`src/sv/bcv_pkg.sv`:
```
// ----------------------------------------------------------------------------
// bcv_pkg
// Shared types and constants of the two-sided block convolution filter.
// ----------------------------------------------------------------------------
package bcv_pkg;

  localparam int NUM_CAUSAL = 16;
  localparam int NUM_ANTI   = 16;
  localparam int NUM_CELLS  = NUM_CAUSAL + NUM_ANTI;
  localparam int SAMPLE_W   = 16;
  localparam int FRAC_W     = 15;
  localparam int PROD_W     = 2 * SAMPLE_W;
  localparam int OUT_W      = 32;
  localparam int CNT_W      = 5;
  localparam int TAP_W      = 4;
  localparam int CFG_W      = 5;
  localparam int CFG_IDX_W  = 2;
  localparam logic [CNT_W-1:0] SEEN_LIMIT = CNT_W'(NUM_ANTI + 1);

  typedef logic signed [SAMPLE_W-1:0] sample_t;
  typedef logic signed [PROD_W-1:0]   prod_t;

  typedef enum logic [1:0] {
    KIND_SAMPLE,
    KIND_CAUSAL,
    KIND_ANTI,
    KIND_NONE
  } kind_e;

  typedef enum logic [CFG_IDX_W-1:0] {
    REG_CAUSAL_USED,
    REG_ANTI_USED,
    REG_SYMMETRIC,
    REG_NONE
  } reg_idx_e;

  typedef enum logic [2:0] {
    S_IDLE,
    S_LOAD,
    S_PRESHIFT,
    S_START,
    S_WAIT,
    S_OUT
  } state_e;

  typedef struct packed {
    logic load;
    logic shift;
  } cell_ctrl_t;

endpackage

```
`src/sv/bcv_sum.sv`:
```
// ----------------------------------------------------------------------------
// bcv_sum
// Registered adder tree over the cell products with rounding shift.
// ----------------------------------------------------------------------------
module bcv_sum (
  input  logic                              clk_i,
  input  logic                              rst_ni,
  input  logic                              start_i,
  input  bcv_pkg::prod_t                    prod_i [bcv_pkg::NUM_CELLS],
  output logic                              valid_o,
  output logic signed [bcv_pkg::OUT_W-1:0]  result_o
);

  localparam int S1_N = bcv_pkg::NUM_CELLS / 4;
  localparam int S2_N = S1_N / 4;
  localparam int S1_W = bcv_pkg::PROD_W + 2;
  localparam int S2_W = S1_W + 2;
  localparam int S3_W = S2_W + 1;

  logic signed [S1_W-1:0] s1_d [S1_N];
  logic signed [S1_W-1:0] s1_q [S1_N];
  logic signed [S2_W-1:0] s2_d [S2_N];
  logic signed [S2_W-1:0] s2_q [S2_N];
  logic signed [S3_W-1:0] total;
  logic signed [bcv_pkg::OUT_W-1:0] result_d;
  logic signed [bcv_pkg::OUT_W-1:0] result_q;
  logic [3:0] vld_q;

  always_comb begin
    for (int g = 0; g < S1_N; g++) begin
      s1_d[g] = '0;
      for (int j = 0; j < 4; j++) begin
        s1_d[g] = s1_d[g] + S1_W'(prod_i[4*g+j]);
      end
    end
    for (int g = 0; g < S2_N; g++) begin
      s2_d[g] = '0;
      for (int j = 0; j < 4; j++) begin
        s2_d[g] = s2_d[g] + S2_W'(s1_q[4*g+j]);
      end
    end
    total = S3_W'(s2_q[0]) + S3_W'(s2_q[1]) + S3_W'(1 << (bcv_pkg::FRAC_W - 1));
    result_d = bcv_pkg::OUT_W'(total >>> bcv_pkg::FRAC_W);
  end

  always_ff @(posedge clk_i) begin
    s1_q     <= s1_d;
    s2_q     <= s2_d;
    result_q <= result_d;
  end

  always_ff @(posedge clk_i or negedge rst_ni) begin
    if (!rst_ni) begin
      vld_q <= '0;
    end else begin
      vld_q <= {vld_q[2:0], start_i};
    end
  end

  assign valid_o  = vld_q[3];
  assign result_o = result_q;

endmodule

```
`config.mk`:
```
export PLATFORM = sky130hd
export DESIGN_NAME = bcv_sum
export DESIGN_NICKNAME = d
export VERILOG_FILES = /design/src/sv/bcv_pkg.sv /design/src/sv/bcv_sum.sv
export SDC_FILE = /design/constraint.sdc
export NUM_CORES = 2
export LEC_CHECK = 0
export ABC_AREA = 1
export BUFFER_PORTS_ARGS = -buffer_cell sky130_fd_sc_hd__clkbuf_2
export CORE_AREA = 8 8 402 404
export DETAILED_ROUTE_END_ITERATION = 8
export DIE_AREA = 0 0 410 412
export GPL_ROUTABILITY_DRIVEN = 1
export PLACE_DENSITY_LB_ADDON = 0.3
export SYNTH_ARGS = -nofsm -noshare
export SYNTH_HDL_FRONTEND = slang
export SYNTH_SLANG_ARGS = --single-unit
```
`constraint.sdc`:
```
create_clock -name clk_i -period 4 [get_ports clk_i]
set_clock_uncertainty 0.1 [all_clocks]
set_input_delay 0.2 -clock clk_i [delete_from_list [all_inputs] [get_ports clk_i]]
set_output_delay 0.2 -clock clk_i [all_outputs]
set_load 0.05 [all_outputs]
```
Word level (Yosys, flattened, before mapping):

Index checks and enable logic that the tools add are counted.
Widths: inputs -> output; s select.

* flip-flop bits (word level): 370
* bits of input ports: 1027
* output and inout port bits: 33
* logic and storage cells: 44

* add/subtract/negate cells: 32

Operators with widths (count)
* $add 33x32->34: 8
* $add 34x32->34: 8
* $add 32x32->33: 8
* $add 35x34->36: 2
* $add 36x34->36: 2
* $add 34x34->35: 2
* $add 36x36->37: 1
* $add 37x16->37 const B: 1

Depth between registers and ports, before layout:

* depth in word-level cells: 3
* gate-level depth with buffers: 16
* mapped depth without buffers: 16

Least setup slack after synthesis:

OpenSTA, ideal clock, no wires.

* path type: register to register
* start: reg s1_q[1] (netlist name)
* end: reg s2_q[31] (netlist name)
* setup time: 0.112 ns
* data arrival time: 2.870 ns
* required time: 3.788 ns
* path slack: 0.917 ns
* stages on the path, launching flop included: 16
* buffers on the path: 0
* clock period less this slack: 3.083 ns
* cell sequence: dfxtp_1 inv_1 fa_1 inv_1 fa_1 ha_1 inv_1 fa_1 inv_1 nand3_1 nand2_1 a21boi_1 o21ai_1 nand3b_1 nand3_1 nand2_1

RTL lines
* start: declaration: line bcv_sum.sv:21 `logic signed [S1_W-1:0] s1_q [S1_N];`
* start signal: assignment: line bcv_sum.sv:47 `s1_q <= s1_d;`
* end signal: assignment: line bcv_sum.sv:48 `s2_q <= s2_d;`
* end: declaration: line bcv_sum.sv:23 `logic signed [S2_W-1:0] s2_q [S2_N];`

==> reports/results.ini <==
[detailed_routing]
drt_first_iter_violations=2583
drtAntennaViolNets=0
route.detailed.drc=0
wl_um=194000
routedWlPerCell_um=19.7
drt_pass1_iterations=6
num_vias=45400
viasPerCell=4.60

[floorplan]
start_util=0.313
num_io_pins=1060
fp-row-count=145
die_w_um=410
fp.coreArea_um2=155000
dieHeight_um=412
dieArea_um2=169000

[critical_path]
critPathArrivalTime_ps=3890
cp_max_fo=4
timing.rr.start=s1_q[1]
r2r_cells=15
startpoint_type=flip-flop
ff2ff_setup_slack_ps=500
critical_path_required_ps=4390
rr_endpoint=s2_q[25]
end_kind=flip-flop
timing_worst_setup_path_type=flip-flop to flip-flop

[placed_design]
dp_hpwl_um=181000
place_congestion=0.979
port-buffer-count=1059

[finish]
final_cell_mix=inv_1 (1889), nand2_1 (1270), clkbuf_2 (1059), fa_1 (658), a21oi_1 (509)
drive_above_1_share=0.152
nets=9849
final_common_cell=inv_1
syn_to_final_growth_pct=19.4

[sta]
hold_viol_final=0
fmax_mhz=286
slew_headroom=0.543
worst_pin_slew_ps=681
setup-violations-final=0
maxSlewViolCount=0
tns_ps=0
fin_crit_ps=3500
rsz0062_at_grt=no
holdWs_ps=40.4
fin_crit_sh=0.874

[clocking]
cts_root_buffer=clkbuf_16
cts_setup_buffers=0
cts_tree=built
cts_buffers=44
cts.path.max_buffers=3
clk_pin_slew_ps=60
cts.sinks=370
clk_latency_ps=590
cts.htree.levels=2
ctsResizeCount=0

[global_route]
antenna_found_initial=28
grt_pass1_vias=48500
gr-total-overflow=0
grt_pass1_wl_um=289000
grt_max_degree=14
grt_util_all_layers=0.223

[synthesis]
synth_seq_area_share=0.153
synth_top_area_frac=0.271
synthFlopType=dfxtp_1
avgSynthCellArea_um2=7.31
async_flop_share=0.0108
netlist_instances=6646
synth-edff-count=0
synthTopCellsByArea=fa_1 (27%), dfxtp_1 (15%), inv_1 (15%)
ys_types=34
syn_area_um2=48600
syn_nets=8734
synth_seq_cells=370
ys_warn_count=0
synth_top_area_cell=fa_1

[min_path]
hold_end=s1_q[238]
min_path_type=primary input to flip-flop
hold_depth=3
worstHoldStart=prod_i[960]

[run_status]
status=completed

[run]
drv_cap=0

==> area by class of cell <==
cell class / count / area [um2]
Timing Repair Buffer: 1079 / 5500
Clock inverter: 22 / 209
Multi-Input combinational cell: 4371 / 34000
Clock buffer: 58 / 1180
Tap cell: 2058 / 2570
Sequential cell: 370 / 7430
Inverter: 1895 / 7110
Fill cell: 16700 / 97100
Antenna cell: 7 / 17.5
==> metrics by stage <==
stage | setup WS (ps) | cell area [um2] | instances | util
floorplan | 917 | 48600 | 6646 | -
global placement | 258 | 56400 | 9754 | 0.363
detailed placement | 242 | 56400 | 9754 | 0.363
CTS | 484 | 58000 | 9853 | 0.374
global route | 200 | 58000 | 9857 | 0.374
finish | 504 | 58000 | 9860 | 0.374
==> worst max path at each step <==
stage                      from       end  cells after the start
finish                  s1_q[1]  s2_q[25]                     15
global route            s1_q[1]  s2_q[25]                     15
floorplan               s1_q[1]  s2_q[31]                     15
detailed placement  prod_i[129]  s1_q[49]                     14
global placement    prod_i[129]  s1_q[49]                     14
CTS                     s1_q[1]  s2_q[33]                     15
==> cell usage after synthesis (all sizes together) (10+ instances only) <==
master,instances
a21o,20
a21oi,509
a31oi,14
buf,10
dfxtp,366
fa,658
ha,403
inv,1895
nand2,1296
nand3,248
nand3b,16
nand4,52
nor2,474
nor3,70
o21a,58
o21ai,298
o311ai,11
xnor2,38
xor2,171
==> registers in the layout, summed over array words and instances, names as in the netlist <==
register  count
s2_q         72
result_o     22
vld_q         4
s1_q        272
==> critical path, cell delays in order (launching register included) <==
cell and delay [ps]:
dfxtp_1 310, inv_1 50, fa_1 540, inv_1 50, fa_1 480, ha_1 220
inv_1 100, fa_1 480, inv_1 100, nand3_1 60, nand2_1 170, a21oi_1 140
o21ai_1 320, nand2_1 130, nand3_1 90, nand2_1 50
==> kinds of logic (layout without fill, tap and decap cells) <==
kind of cell / count (synthesis) / count (layout) / synth area share
xor+xnor: 209 / 209 / 0.0377
compound gates: 934 / 934 / 0.104
fa+ha+maj: 1061 / 1061 / 0.375
buf+inv: 1905 / 3054 / 0.148
simple gates: 2167 / 2167 / 0.182
flops: 370 / 370 / 0.153
other cells: 0 / 7 / 0
==> per-layer routing <==
layer	wire length (um)	track usage
met5	45	0
met4	3430	0.0384
met3	9380	0.0236
met2	92200	0.380
met1	89200	0.308
==> timing repair <==
action | 4_1_cts | 5_1_grt
hold buffers | 19 | 0
endpoints found under the setup margin | 0 | 0
endpoints found under the hold margin | 20 | 0
Power is not shown: default switching activity piles up to over one toggle a cycle in this logic, so the estimate is an artifact.
