--- config.mk ---
export PLATFORM = sky130hd
export DESIGN_NAME = bcv_cell
export DESIGN_NICKNAME = d
export VERILOG_FILES = /design/src/sv/bcv_pkg.sv /design/src/sv/bcv_cell.sv
export SDC_FILE = /design/constraint.sdc
export NUM_CORES = 1
export LEC_CHECK = 0
export BUFFER_PORTS_ARGS = -buffer_cell sky130_fd_sc_hd__buf_2
export CELL_PAD_IN_SITES_DETAIL_PLACEMENT = 2
export CELL_PAD_IN_SITES_GLOBAL_PLACEMENT = 2
export CORE_MARGIN = 1
export CORE_UTILIZATION = 40
export DETAILED_ROUTE_END_ITERATION = 8
export PLACE_DENSITY = 0.89
export REMOVE_ABC_BUFFERS = 1
export SYNTH_ARGS = -nofsm -noshare
export SYNTH_HDL_FRONTEND = slang
export SYNTH_SLANG_ARGS = --single-unit
--- constraint.sdc ---
create_clock -name clk_i -period 7.04 [get_ports clk_i]
set_input_delay 0 -clock clk_i [delete_from_list [all_inputs] [get_ports clk_i]]
set_output_delay 0 -clock clk_i [all_outputs]
set_load 0.01 [all_outputs]
--- src/sv/bcv_pkg.sv ---
// ----------------------------------------------------------------------------
// bcv_pkg
// Shared types and constants of the two-sided block convolution filter.
// ----------------------------------------------------------------------------
package bcv_pkg;

  localparam int NUM_CAUSAL = 16;
  localparam int NUM_ANTI   = 16;
  localparam int NUM_CELLS  = NUM_CAUSAL + NUM_ANTI;
  localparam int SAMPLE_W   = 16;
  localparam int FRAC_W     = 15;
  localparam int PROD_W     = 2 * SAMPLE_W;
  localparam int OUT_W      = 32;
  localparam int CNT_W      = 5;
  localparam int TAP_W      = 4;
  localparam int CFG_W      = 5;
  localparam int CFG_IDX_W  = 2;
  localparam logic [CNT_W-1:0] SEEN_LIMIT = CNT_W'(NUM_ANTI + 1);

  typedef logic signed [SAMPLE_W-1:0] sample_t;
  typedef logic signed [PROD_W-1:0]   prod_t;

  typedef enum logic [1:0] {
    KIND_SAMPLE,
    KIND_CAUSAL,
    KIND_ANTI,
    KIND_NONE
  } kind_e;

  typedef enum logic [CFG_IDX_W-1:0] {
    REG_CAUSAL_USED,
    REG_ANTI_USED,
    REG_SYMMETRIC,
    REG_NONE
  } reg_idx_e;

  typedef enum logic [2:0] {
    S_IDLE,
    S_LOAD,
    S_PRESHIFT,
    S_START,
    S_WAIT,
    S_OUT
  } state_e;

  typedef struct packed {
    logic load;
    logic shift;
  } cell_ctrl_t;

endpackage

--- src/sv/bcv_cell.sv ---
// ----------------------------------------------------------------------------
// bcv_cell
// One tap cell: holds a sample, passes it to its neighbor, registers a product.
// ----------------------------------------------------------------------------
module bcv_cell (
  input  logic                 clk_i,
  input  bcv_pkg::cell_ctrl_t  ctrl_i,
  input  bcv_pkg::sample_t     load_val_i,
  input  bcv_pkg::sample_t     prev_i,
  input  bcv_pkg::sample_t     coef_i,
  input  logic                 use_i,
  output bcv_pkg::sample_t     sample_o,
  output bcv_pkg::prod_t       prod_o
);

  bcv_pkg::sample_t sample_q;
  bcv_pkg::prod_t   prod_q;
  bcv_pkg::prod_t   prod_d;

  assign prod_d = use_i ? bcv_pkg::prod_t'(sample_q) * bcv_pkg::prod_t'(coef_i) : '0;

  always_ff @(posedge clk_i) begin
    if (ctrl_i.load) begin
      sample_q <= load_val_i;
    end else if (ctrl_i.shift) begin
      sample_q <= prev_i;
    end
    prod_q <= prod_d;
  end

  assign sample_o = sample_q;
  assign prod_o   = prod_q;

endmodule

=== Word-level counts from Yosys, hierarchy flattened ===
Cells that the tools add are included.

* Word-level logic and storage cells: 6
* Input bits: 52
* Output and inout port bits: 48
* Bits in registers: 48

* Reductions and logical operators: 1
* Mux-type cells: 2
* Multiply operators: 1

{| class="wikitable"
|+ Operators with widths
! kind !! count
|-
| 16-bit by 16-bit multiplier with 32-bit output || 1
|-
| 16-bit two-way mux || 2
|-
| 2-bit nonzero test || 1
|}

=== Depth between registers and ports, before layout ===
Gate-level depths: netlist of run 1.

* Depth after elaboration: 2
* Gate-level depth with buffers: 21
* Gate-level depth less buffers: 20

=== Worst setup path before layout of run 1 ===
Ideal clock, no wire load.

* Kind: reg2reg
* From: register sample_q[15] (netlist: sample_o[15])
* To: register prod_q[30] (netlist: prod_o[30])
* Setup slack: 1058 ps
* Data arrival time: 5911 ps
* Cell stages (with the launch flop): 20
* Period minus slack after synthesis: 5982 ps
* Cells stage by stage: edfxtp_1 clkbuf_1 nand2_1 inv_1 fa_1 fa_1 fa_1 fa_1 fa_1 inv_1 fa_1 inv_1 ha_1 a211o_1 a21oi_1 o21ai_0 a21o_1 a31o_2 o31ai_4 mux2i_1

* Word-level cells in the longest chain between the ends: 1

{| class="wikitable"
|+ Ends and longest elaborated chain
! item !! line !! text
|-
| from (decl) || bcv_cell.sv:16 || <nowiki>bcv_pkg::sample_t sample_q;</nowiki>
|-
| from (signal assigned) || bcv_cell.sv:24 || <nowiki>sample_q <= load_val_i;</nowiki>
|-
| from (signal assigned) || bcv_cell.sv:26 || <nowiki>sample_q <= prev_i;</nowiki>
|-
| 16-bit by 16-bit multiplier with 32-bit output || bcv_cell.sv:20 || <nowiki>assign prod_d = use_i ? bcv_pkg::prod_t'(sample_q) * bcv_pkg::prod_t'(coef_i) : '0;</nowiki>
|-
| to (signal assigned) || bcv_cell.sv:28 || <nowiki>prod_q <= prod_d;</nowiki>
|-
| to (decl) || bcv_cell.sv:17 || <nowiki>bcv_pkg::prod_t prod_q;</nowiki>
|}

No other way between the ends.
A chain may end at the register's enable or synchronous reset.

=== Worst setup path in the final report of run 1 ===
* From: register sample_q[12] (netlist: sample_o[12])
* To: register prod_q[29] (netlist: prod_o[29])

The elaborated chain is that of the path after synthesis.

==> reports/results.txt, run 1 <==
outcome: complete, but fails checks
failing checks: negative hold slack
Critical Path RT: 7270 ps
Critical Path Source: sample_o[12]$_DFFE_PP_
Syn. warnings: 0
Sink Count: 48
largest net degree at the start of global routing: 38
largest buffer count on any clock path: 2
First DRT Iteration DRCs: 408
Die Area: 29000 sq um
fin. max-slew vios: 0
drt via density: 5.557
crit path max-delay cell type: fa_1
Seq cells post-synth: 48
Final nets: 1664
final hold slack: -5.007 ps
Multi-input gate area: 8999 sq um
initial antenna violation count: 2
Max stage delay on crit path: 650 ps
Reg area: 1121 sq um
Slew @ Worst Pin: 801.6 ps
floorplan core area: 27860 sq um
number of distinct library cells after synthesis: 47
# setup viols final: 0
Max-cap violations: 0
post-place instance area: 12290 sq um
input/output buffers: 99
row count: 61
routability cong.: 0.8497
Final Hold Viols: 2
total grt overflow: 0
total I/O pin count: 100
Setup crit end kind: register
R2R Path Start: sample_o[12]$_DFFE_PP_
Syn Area/Cell: 9.648 sq um
critical path buffer and inverter count: 5
Max Freq: 145.1 MHz
Routed Antenna Nets: 0
Fill cells: 3015
GRT Total Usage: 35.65%
CTS buffer count: 5
root buf cell: clkbuf_16
CP Max Fanout: 12
detailed placement HPWL: 37230 microns
Rel. slew slack: 46.56%
Final Cell Area: 12550 sq um
CTS tree: built
first-pass detailed-route iteration total: 5
worst hold path class: in -> reg
vias in the first global route: 11545
chip height: 170.3 microns
post-synthesis sequential area ratio: 9.897%
H-tree depth: 2
number of synthesized flops with an enable pin: 16
final WL: 48660 microns
Clock Latency Late Sink: 320 ps
most common cell after layout, fill and taps aside: inv_1
vias: 9163
leading cell types in the layout, fill and taps excluded: inv_1 (285), fa_1 (260), and2_1 (145), nand2_1 (128), buf_2 (99)
crit path cell chain: buf_4, and2_1, fa_1, inv_1, fa_1, fa_1, inv_1, fa_1, fa_1, inv_1, fa_1, inv_1, ha_1, a21o_1, a21oi_1, o21ai_0, a21o_1, o21a_1, o31ai_2, mux2i_1
final worst path period need: 6891 ps
CP Launch Type: register
initial core utilization: 40.66%
Die X: 170.3 microns
Most used DFF post-synth: dfxtp_1
synthesized cell area: 11330 sq um
share of layout cells above drive strength 1: 12.06%
period utilization: 97.88%
Post-route DRC: 0
global-route wire length before repair: 72620 microns
routed length per placed instance: 29.51 microns
CP arrival: 7120 ps
Fin Setup TNS: 0 ps
clk slew on worst S/H paths: 90 ps
Syn Inst Count: 1174
share of flip-flops with an asynchronous set or reset: 0%
RSZ-0062 raised after global routing: false
P&R area growth vs syn: 10.80%
hold path start: prev_i[15]
Worst path top cell family by delay: adder cells
crit-path most repeated cell: fa_1
Setup CP Type: reg -> reg
Setup Skew: 14.83 ps
==> kinds of logic after synthesis <==
| kind of cell | synth area share [%] |
|---|---|
| adders and majority gates | 55.36 |
| and+or+nand+nor | 15.03 |
| buffers and inverters | 10.70 |
| AOI/OAI and AO/OA | 4.639 |
| DFF | 9.897 |
| xor gates and xnor gates | 2.242 |
| muxes | 2.121 |
==> through the flow <==
step,util (%),std cells,setup slack [ps]
6_report,45.05,1649,149.4
5_1_grt,45.03,1647,34.99
4_1_cts,45.02,1647,7.620
3_5_place_dp,44.13,1630,72.23
3_3_place_gp,44.13,1630,613.9
2_1_floorplan,-,1136,1144
==> cell type report <==
type | count | share of cell area [%]
Antenna cell | 2 | 0.03988
Clock buffer | 6 | 1.196
Clock inverter | 2 | 0.09969
Inverter | 285 | 8.524
Multi-Input combinational cell | 803 | 71.70
Sequential cell | 48 | 8.932
Tap cell | 378 | 3.768
Timing Repair Buffer | 125 | 5.742
==> state kept, by name, summed over array words and instances, names as in the netlist <==
| register | cells |
|---|---|
| prod_o | 32 |
| sample_o | 16 |
==> metal layers <==
metal / GRT usage (%) / part of all wire, % / vias up / routed length (microns)
met5: 0 / 0 / - / 0
met3: 6.721 / 5.3 / 237 / 2555
met1: 33.76 / 32 / 4829 / 15640
met2: 66.34 / 53 / 453 / 25890
met4: 29.85 / 9.4 / 0 / 4576
li1: - / - / 3644 / -
==> repair_timing <==
| action | in CTS | in global routing |
|---|---|---|
| hold buffers | 7 | 0 |
| buffers inserted | 2 | 0 |
| endpoints found under the hold margin | 4 | 0 |
| setup endpoints to repair | 6 | 4 |
| resized for setup | 0 | 2 |
==> cell usage after synthesis, drive strengths merged, types with 5 or more instances <==
| cell type | instances | area share [%] |
|---|---|---|
| nand2b | 11 | 0.61 |
| mux2i | 6 | 0.53 |
| xor2 | 8 | 0.62 |
| clkbuf | 37 | 1.2 |
| nor2 | 23 | 0.76 |
| edfxtp | 16 | 4.2 |
| and2 | 145 | 8.0 |
| a31oi | 5 | 0.28 |
| xnor2 | 21 | 1.6 |
| fa | 262 | 46 |
| inv | 285 | 9.4 |
| dfxtp | 32 | 5.7 |
| o21a | 6 | 0.40 |
| ha | 82 | 9.1 |
| a21o | 13 | 0.86 |
| nand2 | 129 | 4.3 |
| o21ai | 21 | 0.93 |
| a21oi | 15 | 0.70 |
| mux2 | 16 | 1.6 |
==> final timing paths <==
| path | endpoint | slack, ps | depth (start not counted) |
|---|---|---|---|
| max reg2reg | prod_o[29]$_SDFF_PN0_ | 150 | 20 |
| max | prod_o[29]$_SDFF_PN0_ | 150 | 20 |
| min | sample_o[15]$_DFFE_PP_ | -5 | 2 |
| min reg2reg | prod_o[0]$_SDFF_PN0_ | 1130 | 2 |
Power of run 1 is not shown: default switching activity piles up to over one toggle a cycle in this logic, so the estimate is an artifact.
==> run 2, diff against run 1 <==
- PLACE_DENSITY: 0.89 -> default
- PLACE_DENSITY_LB_ADDON: default -> 0.1
==> run 2 against run 1 <==
The run now ends clean. Sequential share of layout area is essentially flat. Register-to-register slack gained 410 ps. Critical path depth shrank 1. Fmax grew 6.4%.
==> reports/results.txt, run 2 (synthesized netlist as in run 1, its figures left out) <==
outcome: complete, no violations
Critical Path RT: 7280 ps (about the same)
detailed placement HPWL: 29620 microns (-20%)
CP arrival: 6720 ps (-400 ps)
H-tree depth: 2 (unchanged)
Setup Skew: 14.94 ps (+0.1109 ps)
largest net degree at the start of global routing: 38 (unchanged)
CP Launch Type: register
First DRT Iteration DRCs: 250 (-39%)
initial core utilization: 40.66% (unchanged)
input/output buffers: 99 (unchanged)
vias in the first global route: 9967 (-14%)
row count: 61 (unchanged)
crit path max-delay cell type: edfxtp_1
n_diodes: 0 (-2)
fin. max-slew vios: 0 (unchanged)
Fin Setup TNS: 0 ps (unchanged)
Largest register FFs: 32 (unchanged)
routed length per placed instance: 21.01 microns (-29%)
Final nets: 1671 (+0.42%)
floorplan core area: 27860 sq um (unchanged)
largest buffer count on any clock path: 2 (unchanged)
share of layout cells above drive strength 1: 12.38% (+0.33 points)
Clock Latency Late Sink: 310 ps (about the same)
CTS buffer count: 5 (unchanged)
crit path cell chain: buf_4, nand2_1, fa_1, inv_1, fa_1, fa_1, fa_1, fa_1, inv_1, fa_1, inv_1, ha_1, and4_1, and4_1, nand3_1, a21oi_1, nor2_1, o21ai_1, mux2i_1
Sink Count: 48 (unchanged)
final WL: 34760 microns (-29%)
Routed Antenna Nets: 0 (unchanged)
Max Freq: 154.4 MHz (+6.4%)
leading cell types in the layout, fill and taps excluded: inv_1 (285), fa_1 (262), and2_1 (145), nand2_1 (128), buf_2 (99)
routability cong.: 0.7797 (-8.2%)
chip height: 170.3 microns (unchanged)
initial antenna violation count: 1 (-1)
total I/O pin count: 100 (unchanged)
Max stage delay on crit path: 790 ps (+140 ps)
Fill cells: 3027 (+0.40%)
CTS tree: built
# setup viols final: 0 (unchanged)
Max-cap violations: 0 (unchanged)
RSZ-0062 raised after global routing: false
GRT Total Usage: 25.85% (-9.8 points)
Setup crit end kind: register
drt via density: 4.998 (-10%)
Post-route DRC: 0 (unchanged)
first-pass detailed-route iteration total: 4 (-1)
total grt overflow: 0 (unchanged)
Final Hold Viols: 0 (-2)
Rel. slew slack: 53.94% (+7.4 points)
most common cell after layout, fill and taps aside: inv_1
P&R area growth vs syn: 11.05%
vias: 8267 (-9.8%)
worst hold path cell count: 2 (unchanged)
final worst path period need: 6476 ps (-414.6 ps)
worst hold path class: in -> reg
global-route wire length before repair: 55230 microns (-24%)
Slew @ Worst Pin: 690.9 ps (-110.7 ps)
Die X: 170.3 microns (unchanged)
period utilization: 91.99% (-5.9 points)
root buf cell: clkbuf_16
Setup CP Type: reg -> reg
CP Max Fanout: 12 (unchanged)
crit-path most repeated cell: fa_1
Die Area: 29000 sq um (unchanged)
Worst Reg-to-Reg Cells: 19 (-5.0%)
clk slew on worst S/H paths: 80 ps (about the same)
run 2: changes by cell type in the layout (fill, tap and decap cells not counted), moves of 2 or more:
cell / before / now
buf_4: 18 / 27
fa_2: 2 / 0
fa_1: 260 / 262
diode_2: 2 / 0
run 2: through the flow:
stage	instance area, sq um	instances	worst slack (ps)	hold WS (ps)	util [%]
3_3_place_gp	12330	1636	380.9	303.8	44.24
5_1_grt	12580	1654	343.9	26.20	45.15
2_1_floorplan	11180	1136	1144	121.7	-
6_report	12580	1654	564.0	23.12	45.15
3_5_place_dp	12330	1636	268.0	305.5	44.24
4_1_cts	12550	1650	155.1	14.97	45.04
run 2: cell type report:
type | instances | area [sq um] | area share, %
Clock inverter | 2 | 12.51 | 0.09947
Timing Repair Buffer | 132 | 758.2 | 6.028
Sequential cell | 48 | 1121 | 8.913
Multi-Input combinational cell | 803 | 8994 | 71.50
Clock buffer | 6 | 150.1 | 1.194
Tap cell | 378 | 473.0 | 3.760
Inverter | 285 | 1070 | 8.505
run 2: final timing paths:
| check | to | startpoint | slack [ps] |
|---|---|---|---|
| max reg2reg | prod_o[23]$_SDFF_PN0_ | sample_o[6]$_DFFE_PP_ | 560 |
| min reg2reg | prod_o[0]$_SDFF_PN0_ | sample_o[0]$_DFFE_PP_ | 1050 |
| min | sample_o[2]$_DFFE_PP_ | load_val_i[2] | 20 |
| max | prod_o[23]$_SDFF_PN0_ | sample_o[6]$_DFFE_PP_ | 560 |
run 2: layer usage:
| metal | vias up | GRT usage [%] | wire, microns |
|---|---|---|---|
| met1 | 4426 | 29.38 | 13380 |
| met3 | 55 | 2.558 | 841 |
| met4 | 0 | 8.421 | 1166 |
| met5 | - | 0 | 0 |
| met2 | 128 | 50.11 | 19360 |
| li1 | 3658 | - | - |
run 2: critical path: cells and delay by family (launching register included):
family	cells	cell delay [ps]
mux	1	200
flops	1	790
simple gates	5	980
buf+inv	4	400
fa+ha+maj	7	3480
compound gates	2	530
run 2: timing repair:
| item | in CTS | in global routing |
|---|---|---|
| resized for setup | 0 | 0 |
| hold endpoints to repair | 3 | 0 |
| buffers inserted | 0 | 4 |
| hold buffers | 6 | 0 |
| setup endpoints to repair | 0 | 4 |
Power of run 2 is left out for the same reason.
==> run 3, diff against run 2 <==
- ABC_AREA: default -> 1
- CORE_UTILIZATION: 40 -> 37
==> run 3 against run 2 <==
Utilization fell by 3.8 points. Register-to-register slack improved by 80 ps. Clock skew fell by 6.5 ps. First-iteration DRC count rose by 22%. Synthesized cell count rose by 37%. Sequential share of layout area fell by 0.59 points. Final cell count rose by 28%. Worst setup slack improved by 79 ps. Wire length rose by 15%. Synthesized area rose by 8.4%. Global-route usage fell by 0.60 points.
==> reports/results.txt, run 3 <==
outcome: complete, no violations
Yosys top cell area share: 42.72% (-3.6 points)
Sink Count: 48 (unchanged)
final worst path period need: 6397 ps (-79.07 ps)
CP Max Fanout: 17 (+5)
leading area contributor after synthesis: fa_1
leading cell types in the layout, fill and taps excluded: inv_1 (472), nand2_1 (457), fa_1 (262), buf_2 (99), ha_1 (82)
largest net degree at the start of global routing: 26 (-32%)
RSZ-0062 raised after global routing: false
fin. max-slew vios: 0 (unchanged)
n_diodes: 0 (unchanged)
Setup crit end kind: register
first-pass detailed-route iteration total: 5 (+1)
Die Area: 33910 sq um (+17%)
vias: 10035 (+21%)
chip height: 184.2 microns (+8.1%)
most common cell after layout, fill and taps aside: inv_1
worst hold path class: in -> reg
Synth area leaders: fa_1 (43%), inv_1 (14%), nand2_1 (14%)
crit-path most repeated cell: fa_1
number of synthesized flops with an enable pin: 16 (unchanged)
H-tree depth: 2 (unchanged)
crit path max-delay cell type: fa_1
Critical Path RT: 7250 ps (-30 ps)
Max-cap violations: 0 (unchanged)
drt via density: 4.742 (-5.1%)
CP Launch Type: register
total grt overflow: 0 (unchanged)
largest buffer count on any clock path: 2 (unchanged)
Max Freq: 156.3 MHz (+1.2%)
CP arrival: 6600 ps (-120 ps)
worst hold path cell count: 3 (+1)
crit path cell chain: nand2_1, inv_1, fa_1, fa_1, fa_1, fa_1, fa_1, inv_1, fa_1, inv_1, ha_1, nand2_1, nor2_1, nand2_1, nor3_2, nand2_1, nand3_1, and2_1, nor2_1
post-synthesis sequential area ratio: 9.132% (-0.77 points)
Slew @ Worst Pin: 910.6 ps (+219.7 ps)
CTS buffer count: 5 (unchanged)
Most used DFF post-synth: dfxtp_1
vias in the first global route: 11760 (+18%)
routability cong.: 0.8154 (+4.6%)
Seq cells post-synth: 48 (unchanged)
input/output buffers: 99 (unchanged)
Max stage delay on crit path: 920 ps (+130 ps)
Largest register FFs: 32 (unchanged)
Final nets: 2069 (+24%)
detailed placement HPWL: 34830 microns (+18%)
Worst Reg-to-Reg Cells: 19 (unchanged)
Setup Skew: 8.456 ps (-6.486 ps)
global-route wire length before repair: 65030 microns (+18%)
Routed Antenna Nets: 0 (unchanged)
initial core utilization: 37.64% (-3.0 points)
total I/O pin count: 100 (unchanged)
Post-route DRC: 0 (unchanged)
# setup viols final: 0 (unchanged)
final WL: 40100 microns (+15%)
GRT Total Usage: 25.25% (-0.60 points)
Setup CP Type: reg -> reg
Die X: 184.2 microns (+8.1%)
count leader, synth: inv_1
floorplan core area: 32620 sq um (+17%)
share of flip-flops with an asynchronous set or reset: 0% (unchanged)
Syn Area/Cell: 7.654 sq um (-21%)
Syn. warnings: 0 (unchanged)
Fin Setup TNS: 0 ps (unchanged)
CTS tree: built
Syn Inst Count: 1604 (+37%)
initial antenna violation count: 0 (-1)
share of layout cells above drive strength 1: 9.379% (-3.0 points)
routed length per placed instance: 18.95 microns (-9.8%)
period utilization: 90.87% (-1.1 points)
P&R area growth vs syn: 9.774%
synthesized cell area: 12280 sq um (+8.4%)
clk slew on worst S/H paths: 80 ps (about the same)
First DRT Iteration DRCs: 304 (+22%)
Clock Latency Late Sink: 310 ps (about the same)
root buf cell: clkbuf_16
Final Hold Viols: 0 (unchanged)
Rel. slew slack: 39.30% (-15 points)
number of distinct library cells after synthesis: 34 (-28%)
row count: 66 (+8.2%)
top cells by count, synth: inv_1 (472), nand2_1 (457), fa_1 (262)
[run 3: cell count changes after synthesis, sizes merged, moves of 18 or more]
cell	before	now
nand3	1	30
xnor2	21	3
nand2	129	469
nor2	23	80
a21oi	15	37
clkbuf	37	61
inv	285	480
and2	145	3
[run 3: routing by layer]
metal | vias up | GRT usage [%] | share of wire [%]
met5 | - | 0 | 0
met2 | 114 | 45.08 | 51
met4 | 0 | 4.400 | 1.5
met3 | 30 | 1.699 | 1.6
met1 | 5264 | 33.88 | 46
li1 | 4627 | - | -
[run 3: kinds of logic (layout without fill, tap and decap cells)]
family          count (synthesis)  after routing  share of synthesized area, %
flops                          48             48                         9.132
xor+xnor                        4              4                        0.2854
fa+ha+maj                     344            344                         51.08
buf+inv                       544            614                         16.67
simple gates                  600            600                         19.88
compound gates                 64             64                         2.945
[run 3: final timing paths]
path / slack [ps] / from / endpoint
setup / recovery: 640 / sample_o[15]$_DFFE_PP_ / prod_o[29]$_SDFF_PN0_
hold reg to reg: 930 / sample_o[0]$_DFFE_PP_ / prod_o[0]$_SDFF_PN0_
hold / removal: 20 / prev_i[9] / sample_o[9]$_DFFE_PP_
setup reg to reg: 640 / sample_o[15]$_DFFE_PP_ / prod_o[29]$_SDFF_PN0_
[run 3: critical path, delay by kind of cell (launching register included)]
kind          cells  cell delay [ps]
simple gates      9             1310
flops             1              740
buf+inv           3              270
fa+ha+maj         7             3960
[run 3: through the flow]
step | hold WS, ps | setup WS, ps | utilization, % | area, sq um | cells
global route | 40.85 | 350.7 | 41.32 | 13480 | 2116
detailed placement | 271.1 | 647.4 | 40.31 | 13150 | 2090
floorplan | 93.45 | 1598 | - | 12030 | 1540
global placement | 264.8 | 902.2 | 40.31 | 13150 | 2090
CTS | 15.07 | 630.8 | 41.32 | 13480 | 2116
finish | 16.81 | 643.1 | 41.32 | 13480 | 2116
[run 3: area by class of cell]
type	count	area (sq um)
Timing Repair Buffer	126	743.2
Clock buffer	7	142.6
Clock inverter	1	6.256
Multi-Input combinational cell	1012	9109
Sequential cell	48	1121
Tap cell	442	553.0
Fill cell	3812	19140
Inverter	480	1802
[run 3: repair_timing]
item,4_1_cts,5_1_grt
hold endpoints to repair,9,0
endpoints found under the setup margin,0,0
hold buffers,18,0
setup buffers,0,0
gates resized for setup,0,0
Power of run 3 is left out for the same reason.
